[src/hdl/mtkte_pkg.sv]
// types, constants and glyph tables of the multi-tap keypad text entry block
// no dependencies
package mtkte_pkg;

  // field widths
  localparam int unsigned KeyW     = 2;
  localparam int unsigned RowW     = 2;
  localparam int unsigned CharW    = 7;
  localparam int unsigned PosW     = 4;
  localparam int unsigned LenW     = 5;
  localparam int unsigned TickW    = 8;
  localparam int unsigned TapW     = 4;
  localparam int unsigned NumRows  = 4;
  localparam int unsigned NumKeys  = 3;
  localparam int unsigned MaxTaps  = 9;

  // buffer depth default
  localparam int unsigned TextDepthDef = 16;

  // configuration port
  localparam int unsigned ApbAddrW    = 3;
  localparam int unsigned ApbDataW    = 32;
  localparam logic        RegIdxTimeout = 1'b0;
  localparam logic [TickW-1:0] TimeoutRst = 8'd100;

  // key that leaves a row
  localparam logic [KeyW-1:0] ReturnKey = 2'd3;

  typedef enum logic {
    MODE_KEY  = 1'b0,
    MODE_TICK = 1'b1
  } mode_e;

  typedef struct packed {
    mode_e           mode;
    logic [KeyW-1:0] key;
  } in_item_t;

  typedef struct packed {
    logic             in_row;
    logic [RowW-1:0]  row;
    logic             pending_valid;
    logic [CharW-1:0] pending_char;
    logic             commit_valid;
    logic [CharW-1:0] commit_char;
    logic [PosW-1:0]  commit_pos;
    logic [LenW-1:0]  text_length;
    logic             buffer_full;
  } out_item_t;

  // request from the tap logic to the text buffer
  typedef struct packed {
    logic             req;
    logic [CharW-1:0] ch;
  } commit_req_t;

  // what the text buffer did with the request
  typedef struct packed {
    logic            written;
    logic            dropped;
    logic [PosW-1:0] pos;
    logic [LenW-1:0] length;
  } commit_rsp_t;

  // characters per letter key
  localparam logic [TapW-1:0] GLYPH_CNT [NumRows][NumKeys] = '{
    '{4'd6, 4'd7, 4'd7},
    '{4'd7, 4'd7, 4'd7},
    '{4'd9, 4'd7, 4'd9},
    '{4'd1, 4'd1, 4'd1}
  };

  // ascii codes per row and key, unused slots zero
  localparam logic [CharW-1:0] GLYPH_TBL [NumRows][NumKeys][MaxTaps] = '{
    '{ '{7'h2E, 7'h2C, 7'h2D, 7'h3F, 7'h21, 7'h31, 7'h00, 7'h00, 7'h00},
       '{7'h61, 7'h62, 7'h63, 7'h41, 7'h42, 7'h43, 7'h32, 7'h00, 7'h00},
       '{7'h64, 7'h65, 7'h66, 7'h44, 7'h45, 7'h46, 7'h33, 7'h00, 7'h00} },
    '{ '{7'h67, 7'h68, 7'h69, 7'h47, 7'h48, 7'h49, 7'h34, 7'h00, 7'h00},
       '{7'h6A, 7'h6B, 7'h6C, 7'h4A, 7'h4B, 7'h4C, 7'h35, 7'h00, 7'h00},
       '{7'h6D, 7'h6E, 7'h6F, 7'h4D, 7'h4E, 7'h4F, 7'h36, 7'h00, 7'h00} },
    '{ '{7'h70, 7'h71, 7'h72, 7'h73, 7'h50, 7'h51, 7'h52, 7'h53, 7'h37},
       '{7'h74, 7'h75, 7'h76, 7'h54, 7'h55, 7'h56, 7'h38, 7'h00, 7'h00},
       '{7'h77, 7'h78, 7'h79, 7'h7A, 7'h57, 7'h58, 7'h59, 7'h5A, 7'h39} },
    '{ '{7'h2A, 7'h00, 7'h00, 7'h00, 7'h00, 7'h00, 7'h00, 7'h00, 7'h00},
       '{7'h30, 7'h00, 7'h00, 7'h00, 7'h00, 7'h00, 7'h00, 7'h00, 7'h00},
       '{7'h23, 7'h00, 7'h00, 7'h00, 7'h00, 7'h00, 7'h00, 7'h00, 7'h00} }
  };

  // return key maps onto the first letter key
  function automatic logic [KeyW-1:0] letter_key(logic [KeyW-1:0] key);
    return (key == ReturnKey) ? '0 : key;
  endfunction

  function automatic logic [TapW-1:0] glyph_count(logic [RowW-1:0] row,
                                                  logic [KeyW-1:0] key);
    logic [KeyW-1:0] k;
    k = letter_key(key);
    return GLYPH_CNT[row][k];
  endfunction

  // character for a row, key and tap count; out-of-range taps give the first
  function automatic logic [CharW-1:0] glyph_char(logic [RowW-1:0] row,
                                                  logic [KeyW-1:0] key,
                                                  logic [TapW-1:0] tap);
    logic [KeyW-1:0] k;
    logic [TapW-1:0] t;
    k = letter_key(key);
    t = (tap >= GLYPH_CNT[row][k]) ? '0 : tap;
    return GLYPH_TBL[row][k][t];
  endfunction

endpackage

[src/hdl/mtkte_stream_if.sv]
// valid/ready channel carrying one item per handshake
// payload type comes from mtkte_pkg at the instance
interface mtkte_stream_if #(
  parameter type payload_t = logic
);
  logic     valid;
  logic     ready;
  payload_t payload;

  modport source (output valid, output payload, input ready);
  modport sink   (input valid, input payload, output ready);
endinterface

[src/hdl/mtkte_text_buf.sv]
// text buffer: fill count, store and the full decision for commits
// depends on mtkte_pkg
module mtkte_text_buf #(
  parameter int unsigned TEXT_DEPTH = mtkte_pkg::TextDepthDef
) (
  input  logic                   clk_i,
  input  logic                   rst_ni,
  input  logic                   step_i,
  input  mtkte_pkg::commit_req_t req_i,
  output mtkte_pkg::commit_rsp_t rsp_o
);

  localparam int unsigned CntW  = $clog2(TEXT_DEPTH + 1);
  localparam int unsigned AddrW = (TEXT_DEPTH > 1) ? $clog2(TEXT_DEPTH) : 1;
  localparam int unsigned ExtW  = CntW + mtkte_pkg::LenW;

  logic [CntW-1:0]             cnt_q, cnt_d;
  logic [mtkte_pkg::CharW-1:0] store_q [TEXT_DEPTH];
  logic                        has_room;
  logic [ExtW-1:0]             cnt_cur_ext, cnt_nxt_ext;

  // room check and next fill count
  always_comb begin
    has_room      = cnt_q < CntW'(TEXT_DEPTH);
    rsp_o.written = req_i.req && has_room;
    rsp_o.dropped = req_i.req && !has_room;
    cnt_d         = rsp_o.written ? cnt_q + CntW'(1) : cnt_q;
    cnt_cur_ext   = ExtW'(cnt_q);
    cnt_nxt_ext   = ExtW'(cnt_d);
    rsp_o.pos     = cnt_cur_ext[mtkte_pkg::PosW-1:0];
    rsp_o.length  = cnt_nxt_ext[mtkte_pkg::LenW-1:0];
  end

  // fill count
  always_ff @(posedge clk_i or negedge rst_ni) begin
    if (!rst_ni) begin
      cnt_q <= '0;
    end else if (step_i) begin
      cnt_q <= cnt_d;
    end
  end

  // character store, written at the fill position
  always_ff @(posedge clk_i) begin
    if (step_i && rsp_o.written) begin
      store_q[cnt_q[AddrW-1:0]] <= req_i.ch;
    end
  end

endmodule

[src/hdl/multitap_keypad_text_entry.sv]
// top level of the multi-tap keypad text entry block
// depends on mtkte_pkg, mtkte_stream_if and mtkte_text_buf
//
//  channel     dir  handshake            payload
//  in_chan_i   in   valid/ready          mode, key
//  out_chan_o  out  valid/ready          in_row .. buffer_full (one item per input)
//  apb         in   psel/penable/pready  commit_timeout_ticks at address 0
//
// the table lookup and counter update sit between the state registers and a
// two-entry output queue, so an item is taken each cycle while the queue has room
// in_chan_i.ready drops only when both output entries are full
// rst_ni clears the tap state, fill count and queue valid flags; the timeout register resets to 100
// the text store itself has no reset and is never read
module multitap_keypad_text_entry #(
  parameter int unsigned TEXT_DEPTH = mtkte_pkg::TextDepthDef
) (
  input  logic                             clk_i,
  input  logic                             rst_ni,
  mtkte_stream_if.sink                     in_chan_i,
  mtkte_stream_if.source                   out_chan_o,
  input  logic                             psel,
  input  logic                             penable,
  input  logic                             pwrite,
  input  logic [mtkte_pkg::ApbAddrW-1:0]   paddr,
  input  logic [mtkte_pkg::ApbDataW-1:0]   pwdata,
  output logic [mtkte_pkg::ApbDataW-1:0]   prdata,
  output logic                             pready
);

  // configuration register
  logic [mtkte_pkg::TickW-1:0] timeout_q;
  logic                        cfg_we;

  // tap state
  logic                        row_sel_q, row_sel_d;
  logic [mtkte_pkg::RowW-1:0]  row_q, row_d;
  logic                        pend_q, pend_d;
  logic [mtkte_pkg::KeyW-1:0]  pend_key_q, pend_key_d;
  logic [mtkte_pkg::TapW-1:0]  tap_q, tap_d, tap_inc;
  logic [mtkte_pkg::TickW-1:0] idle_q, idle_d, idle_inc;

  // item handshake and result
  mtkte_pkg::in_item_t    item;
  mtkte_pkg::out_item_t   res;
  mtkte_pkg::commit_req_t commit_req;
  mtkte_pkg::commit_rsp_t commit_rsp;
  logic                   in_acc;

  // output queue: head and skid entry
  mtkte_pkg::out_item_t head_q, skid_q;
  logic                 head_vld_q, skid_vld_q;
  logic                 head_pop;

  // apb register access
  assign pready = 1'b1;
  assign cfg_we = psel && penable && pwrite && (paddr[2] == mtkte_pkg::RegIdxTimeout);
  assign prdata = (paddr[2] == mtkte_pkg::RegIdxTimeout)
                ? mtkte_pkg::ApbDataW'(timeout_q) : '0;

  always_ff @(posedge clk_i or negedge rst_ni) begin
    if (!rst_ni) begin
      timeout_q <= mtkte_pkg::TimeoutRst;
    end else if (cfg_we) begin
      timeout_q <= pwdata[mtkte_pkg::TickW-1:0];
    end
  end

  assign item   = in_chan_i.payload;
  assign in_acc = in_chan_i.valid && in_chan_i.ready;

  // next tap state for the incoming item
  always_comb begin
    row_sel_d  = row_sel_q;
    row_d      = row_q;
    pend_d     = pend_q;
    pend_key_d = pend_key_q;
    tap_d      = tap_q;
    idle_d     = idle_q;
    commit_req = '0;
    tap_inc    = tap_q + mtkte_pkg::TapW'(1);
    idle_inc   = (idle_q != '1) ? idle_q + mtkte_pkg::TickW'(1) : idle_q;
    case (item.mode)
      mtkte_pkg::MODE_KEY: begin
        if (!row_sel_q) begin
          row_sel_d = 1'b1;
          row_d     = item.key;
        end else if (pend_q) begin
          // repeat press steps through the key's characters
          if (item.key == pend_key_q) begin
            tap_d  = (tap_inc >= mtkte_pkg::glyph_count(row_q, pend_key_q)) ? '0 : tap_inc;
            idle_d = '0;
          end
        end else if (item.key == mtkte_pkg::ReturnKey) begin
          row_sel_d = 1'b0;
          row_d     = '0;
        end else begin
          pend_d     = 1'b1;
          pend_key_d = item.key;
          tap_d      = '0;
          idle_d     = '0;
        end
      end
      mtkte_pkg::MODE_TICK: begin
        if (pend_q) begin
          idle_d = idle_inc;
          if (idle_inc >= timeout_q) begin
            commit_req.req = 1'b1;
            commit_req.ch  = mtkte_pkg::glyph_char(row_q, pend_key_q, tap_q);
            pend_d         = 1'b0;
            pend_key_d     = '0;
            tap_d          = '0;
            idle_d         = '0;
          end
        end
      end
      default: begin
        commit_req = '0;
      end
    endcase
  end

  mtkte_text_buf #(
    .TEXT_DEPTH (TEXT_DEPTH)
  ) u_text_buf (
    .clk_i  (clk_i),
    .rst_ni (rst_ni),
    .step_i (in_acc),
    .req_i  (commit_req),
    .rsp_o  (commit_rsp)
  );

  // result item after the update
  always_comb begin
    res.in_row        = row_sel_d;
    res.row           = row_sel_d ? row_d : '0;
    res.pending_valid = pend_d;
    res.pending_char  = pend_d ? mtkte_pkg::glyph_char(row_d, pend_key_d, tap_d) : '0;
    res.commit_valid  = commit_rsp.written;
    res.commit_char   = commit_rsp.written ? commit_req.ch : '0;
    res.commit_pos    = commit_rsp.written ? commit_rsp.pos : '0;
    res.text_length   = commit_rsp.length;
    res.buffer_full   = commit_rsp.dropped;
  end

  // tap state registers
  always_ff @(posedge clk_i or negedge rst_ni) begin
    if (!rst_ni) begin
      row_sel_q  <= 1'b0;
      row_q      <= '0;
      pend_q     <= 1'b0;
      pend_key_q <= '0;
      tap_q      <= '0;
      idle_q     <= '0;
    end else if (in_acc) begin
      row_sel_q  <= row_sel_d;
      row_q      <= row_d;
      pend_q     <= pend_d;
      pend_key_q <= pend_key_d;
      tap_q      <= tap_d;
      idle_q     <= idle_d;
    end
  end

  // output queue control
  assign in_chan_i.ready    = !skid_vld_q;
  assign head_pop           = head_vld_q && out_chan_o.ready;
  assign out_chan_o.valid   = head_vld_q;
  assign out_chan_o.payload = head_q;

  always_ff @(posedge clk_i or negedge rst_ni) begin
    if (!rst_ni) begin
      head_vld_q <= 1'b0;
      skid_vld_q <= 1'b0;
    end else if (!head_vld_q || head_pop) begin
      head_vld_q <= skid_vld_q || in_acc;
      skid_vld_q <= 1'b0;
    end else if (in_acc) begin
      skid_vld_q <= 1'b1;
    end
  end

  // output queue data
  always_ff @(posedge clk_i) begin
    if (!head_vld_q || head_pop) begin
      head_q <= skid_vld_q ? skid_q : res;
    end else if (in_acc) begin
      skid_q <= res;
    end
  end

endmodule

[src/flat_wrapper.sv]
// flat-port wrapper written by rule: the top's interface ports become plain ports
module multitap_keypad_text_entry_flat 
#(
  parameter int unsigned TEXT_DEPTH = mtkte_pkg::TextDepthDef
)
  (clk_i, rst_ni, psel, penable, pwrite, paddr, pwdata, prdata, pready, in_chan_i_valid, in_chan_i_payload, in_chan_i_ready, out_chan_o_valid, out_chan_o_payload, out_chan_o_ready);
  mtkte_stream_if #(.payload_t(mtkte_pkg::in_item_t)) in_chan_i_i ();
  mtkte_stream_if #(.payload_t(mtkte_pkg::out_item_t)) out_chan_o_i ();
  input  logic clk_i;
  input  logic rst_ni;
  input  logic psel;
  input  logic penable;
  input  logic pwrite;
  input  logic [mtkte_pkg::ApbAddrW-1:0] paddr;
  input  logic [mtkte_pkg::ApbDataW-1:0] pwdata;
  output logic [mtkte_pkg::ApbDataW-1:0] prdata;
  output logic pready;
  input wire logic [$bits(in_chan_i_i.valid)-1:0] in_chan_i_valid;
  input wire logic [$bits(in_chan_i_i.payload)-1:0] in_chan_i_payload;
  output wire logic [$bits(in_chan_i_i.ready)-1:0] in_chan_i_ready;
  output wire logic [$bits(out_chan_o_i.valid)-1:0] out_chan_o_valid;
  output wire logic [$bits(out_chan_o_i.payload)-1:0] out_chan_o_payload;
  input wire logic [$bits(out_chan_o_i.ready)-1:0] out_chan_o_ready;
  assign in_chan_i_i.valid = in_chan_i_valid;
  assign in_chan_i_i.payload = in_chan_i_payload;
  assign in_chan_i_ready = in_chan_i_i.ready;
  assign out_chan_o_valid = out_chan_o_i.valid;
  assign out_chan_o_payload = out_chan_o_i.payload;
  assign out_chan_o_i.ready = out_chan_o_ready;
  multitap_keypad_text_entry #(.TEXT_DEPTH(TEXT_DEPTH)) u_core (.clk_i(clk_i), .rst_ni(rst_ni), .in_chan_i(in_chan_i_i), .out_chan_o(out_chan_o_i), .psel(psel), .penable(penable), .pwrite(pwrite), .paddr(paddr), .pwdata(pwdata), .prdata(prdata), .pready(pready));
endmodule
[config.mk]
export PLATFORM = sky130hd
export DESIGN_NAME = multitap_keypad_text_entry_flat
export DESIGN_NICKNAME = d
export VERILOG_FILES = /design/src/hdl/mtkte_pkg.sv /design/src/hdl/mtkte_stream_if.sv /design/src/hdl/mtkte_text_buf.sv /design/src/hdl/multitap_keypad_text_entry.sv /design/src/flat_wrapper.sv
export SDC_FILE = /design/constraint.sdc
export NUM_CORES = 1
export LEC_CHECK = 0
export BUFFER_PORTS_ARGS = -buffer_cell sky130_fd_sc_hd__buf_2
export CAP_MARGIN = 15
export CORE_AREA = 5 5 121 123
export DETAILED_ROUTE_END_ITERATION = 8
export DIE_AREA = 0 0 126 128
export HOLD_SLACK_MARGIN = 0.12
export MAX_ROUTING_LAYER = met4
export PLACE_DENSITY = 0.79
export SETUP_SLACK_MARGIN = 0.2
export SKIP_LAST_GASP = 1
export SLEW_MARGIN = 0
export SYNTH_ARGS = -nofsm -noshare
export SYNTH_HDL_FRONTEND = slang
export SYNTH_SLANG_ARGS = --single-unit
[constraint.sdc]
create_clock -name clk_i -period 5.3 [get_ports clk_i]
set_input_delay 1.06 -clock clk_i [delete_from_list [all_inputs] [get_ports clk_i]]
set_output_delay 1.06 -clock clk_i [all_outputs]
set_load 0.01 [all_outputs]
==> results by group <==
Timing
  – Setup ws final: 0.301 ns
  – RSZ-0062 raised after global routing: true
  – Period minus WS final: 5.00 ns
  – Fin Hold WS: 0.505 ns
  – Hold Vio Cnt, Final: 0
  – Fmax: 200 MHz
  – Setup_tns: 0 ns
  – Worst clock skew: 0.00834 ns
  – Final period util: 0.943
  – Slew @ Worst Pin: 0.908 ns
  – Max_slew headroom: 0.393
  – Final setup violation count: 0
  – Final Max Slew Viols: 0

Setup path
  – Crit-path max FO: 6
  – Startpoint Class: flip-flop
  – Worst Path Required: 5.40 ns
  – R2r startpoint: u_core.idle_q[4]
  – Crit Path Category: flip-flop to flip-flop
  – CP Capture Type: flip-flop
  – Buf+Inv Stages, Crit Path: 2
  – CP top delay family: compound AO/OA/AOI/OAI gates
  – Critical Path AT: 5.10 ns
  – R2r setup slk: 0.30 ns
  – Critical R2R Capture: u_core.out_chan_o.payload[20]
  – Crit path largest cell delay: 0.46 ns
  – R2r worst-path depth: 22
  – Crit-path cells: nand4_1 > nor2_4 > nand2_2 > xnor2_1 > ha_1 > nand2b_1 > a2111oi_4 > o31ai_2 > a211o_1 > and2_4 > nor2_4 > ha_1 > a21oi_2 > o21a_4 > and3_4 > buf_6 > nand3_2 > a21o_1 > a311o_1 > a31oi_1 > buf_4 > o21ai_1
  – Slowest stage cell, crit path: a2111oi_4

Die
  – Full die area: 16100 sq um
  – Die Wd: 126 microns
  – Core area: 13600 sq um
  – Initial Utilization: 0.511
  – Die height: 128 microns
  – I/O pin cnt: 109
  – Row count: 43

Cells and area
  – Share of layout cells above drive strength 1: 0.266
  – Final Core Density: 0.602
  – Layout area overhead: 17.8%
  – Filler Cell Count: 1161
  – Final net count: 931
  – Diode count: 0

Synth
  – Register area share after synthesis: 0.371
  – Prevailing post-synth register cell: edfxtp_1
  – Synth top area share: 0.251
  – Async set-reset flop share out of synthesis: 0.363
  – Cells after synthesis: 765
  – YS warnings: 0
  – Distinct cells, synth: 84
  – Ranking of synthesized cells by area: edfxtp_1, dfrtp_1, ha_1, nand2_1, mux2_2
  – Yosys reg bits: 91
  – Synth area leader: edfxtp_1
  – Avg Synthesized Cell Area: 9.06 sq um
  – EDFF count, synth: 58
  – Mapped Area: 6930 sq um

GRT
  – Largest net degree at the start of global routing: 34
  – Met2 layer usage reported by global route: 0.371
  – Gr busiest metal: met2
  – First-pass GRT wire length: 29200 microns
  – Vias in the first global route: 5862
  – Tot GR Track Use: 0.225
  – Global route overflow: 0
  – GR Util met1: 0.288
  – Initial antenna violation count: 0
  – Met3 GRT Util: 0.0392

Power
  – Post-layout power: 3190 uW
  – Peak supply drop: 0.295 mV
  – Leak Pwr: 0.00350 uW
  – Power density over cell area: 390 nW/um^2

Placement
  – Post-DP HPWL: 12700 microns
  – Worst slack at placement: -0.0235 ns
  – RD Place Congestion: 0.986
  – Buffers added on ports: 57

Detailed routing
  – Per-cell routed wire length: 17.3 microns
  – Via-per-instance ratio: 5.99
  – Antenna Nets Post-Route: 0
  – DR vias: 6195
  – First DRT Iteration DRCs: 605
  – Drt drc: 0
  – Pre-Repair DR Iteration Count: 5
  – Post-Route WL: 17900 microns

CTS
  – Longest Clk Path Bufs: 2
  – TritonCTS clock tree: built
  – Clk_lat worst skew: 0.35 ns
  – H-Tree Depth: 3
  – Worst-path clk slew: 0.07 ns
  – CTS Buf Count: 9
  – Hold_buf cts: 0
  – Root Buffer: clkbuf_16
  – Clk sinks: 91

Flow run
  – Max cap viols: 0

Min path
  – Hold Path Class: flip-flop to flip-flop
  – WHS Path Cells: 1
  – Hold path start: u_core.timeout_q[7]
  – Hold EP: u_core.timeout_q[7]

Outcome
  – Status: finished clean
what timing repair did:
| item | CTS | global route |
|---|---|---|
| pin swaps | 9 | 26 |
| gates resized for setup | 14 | 36 |
| setup endpoints to repair | 11 | 12 |
| setup buffers | 6 | 11 |
synthesized netlist by cell type (14+ instances only):
cell type,n
inv_1,22
nor2_1,72
edfxtp_1,58
o21ai_0,44
mux2_2,27
o31ai_1,14
dfrtp_1,30
clkbuf_1,25
nand2b_1,19
nand3_1,19
buf_4,30
ha_1,37
nand2_1,82
a21oi_1,38
metal layers:
layer | part of all wire | up-vias
met5 | 0 | -
met4 | 0.017 | 0
met3 | 0.080 | 29
met2 | 0.47 | 286
met1 | 0.43 | 2921
li1 | - | 2959
metrics by stage:
stage	instance area, sq um	cells
final	8170	1034
after global routing	8170	1034
after CTS	7920	1023
after detailed placement	7490	1001
after global placement	7490	1001
after floorplan	7020	788
area by class of cell:
| type | count | area (sq um) | share of cell area |
|---|---|---|---|
| Multi-Input combinational cell | 600 | 4170 | 0.511 |
| Sequential cell | 91 | 2570 | 0.315 |
| Timing Repair Buffer | 122 | 777 | 0.0951 |
| Clock buffer | 10 | 229 | 0.0280 |
| Tap cell | 180 | 225 | 0.0276 |
| Clock inverter | 6 | 95.1 | 0.0116 |
| Inverter | 25 | 93.8 | 0.0115 |
cell families (layout without fill, tap and decap cells):
logic type / Yosys count / count (layout) / share of synthesized area
AND/OR/NAND/NOR: 256 / 256 / 0.176
AO/OA/AOI/OAI: 229 / 229 / 0.234
buffers and inverters: 97 / 163 / 0.0718
flip-flops: 91 / 91 / 0.371
multiplexers: 39 / 39 / 0.0612
adder cells (fa/ha/maj): 38 / 38 / 0.0682
XOR/XNOR: 13 / 13 / 0.0175
other: 2 / 25 / 0.00108
worst reg2reg max path: stages (launching register included):
cell,delay (ns)
dfrtp_2,0.42
nand4_1,0.22
nor2_4,0.19
nand2_2,0.11
xnor2_1,0.15
ha_1,0.29
nand2b_1,0.18
a2111oi_4,0.46
o31ai_2,0.12
a211o_1,0.33
and2_4,0.19
nor2_4,0.11
ha_1,0.25
a21oi_2,0.19
o21a_4,0.19
and3_4,0.19
buf_6,0.13
nand3_2,0.09
a21o_1,0.18
a311o_1,0.34
a31oi_1,0.20
buf_4,0.15
o21ai_1,0.07
registers in the layout, indices dropped and copies added, names as in the netlist, 2 cells and up:
register and cells:
u_core.out_chan_o.payload 29, u_core.skid_q 29, u_core.idle_q 8, u_core.timeout_q 8
u_core.u_text_buf.cnt_q 5, u_core.tap_q 4, u_core.pend_key_q 2, u_core.row_q 2
cell usage in the layout, fill, tap and decap left out, types with 13 or more instances in the layout:
| master | synthesis | final |
|---|---|---|
| nand2_1 | 82 | 80 |
| nor2_1 | 72 | 65 |
| buf_4 | 30 | 64 |
| edfxtp_1 | 58 | 58 |
| buf_2 | 11 | 57 |
| o21ai_0 | 44 | 44 |
| a21oi_1 | 38 | 35 |
| ha_1 | 37 | 34 |
| mux2_2 | 27 | 27 |
| dfrtp_1 | 30 | 27 |
| conb_1 | 2 | 25 |
| inv_1 | 22 | 22 |
| nand2b_1 | 19 | 18 |
| nand3_1 | 19 | 13 |
| o31ai_1 | 14 | 13 |
power by group:
| group | switching, uW | total [uW] | internal (uW) | leakage [uW] |
|---|---|---|---|---|
| Sequential | 77.6 | 952 | 874 | 0.000994 |
| Clock | 281 | 700 | 419 | 0.000158 |
| Combinational | 898 | 1530 | 636 | 0.00235 |
how the worst max path moves through the flow:
stage	slack [ns]	to	startpoint	depth (start not counted)
6_report	0.30	u_core.out_chan_o.payload[20]	u_core.idle_q[4]	22
5_1_grt	0.08	u_core.out_chan_o.payload[20]	u_core.idle_q[4]	22
3_3_place_gp	0.07	u_core.out_chan_o.payload[22]	u_core.idle_q[0]	25
3_5_place_dp	-0.02	u_core.out_chan_o.payload[21]	u_core.idle_q[0]	23
2_1_floorplan	0.21	u_core.out_chan_o.payload[19]	u_core.idle_q[0]	26
4_1_cts	0.20	u_core.out_chan_o.payload[20]	u_core.idle_q[0]	24
Note: power is estimated with default switching activity, not from simulation.
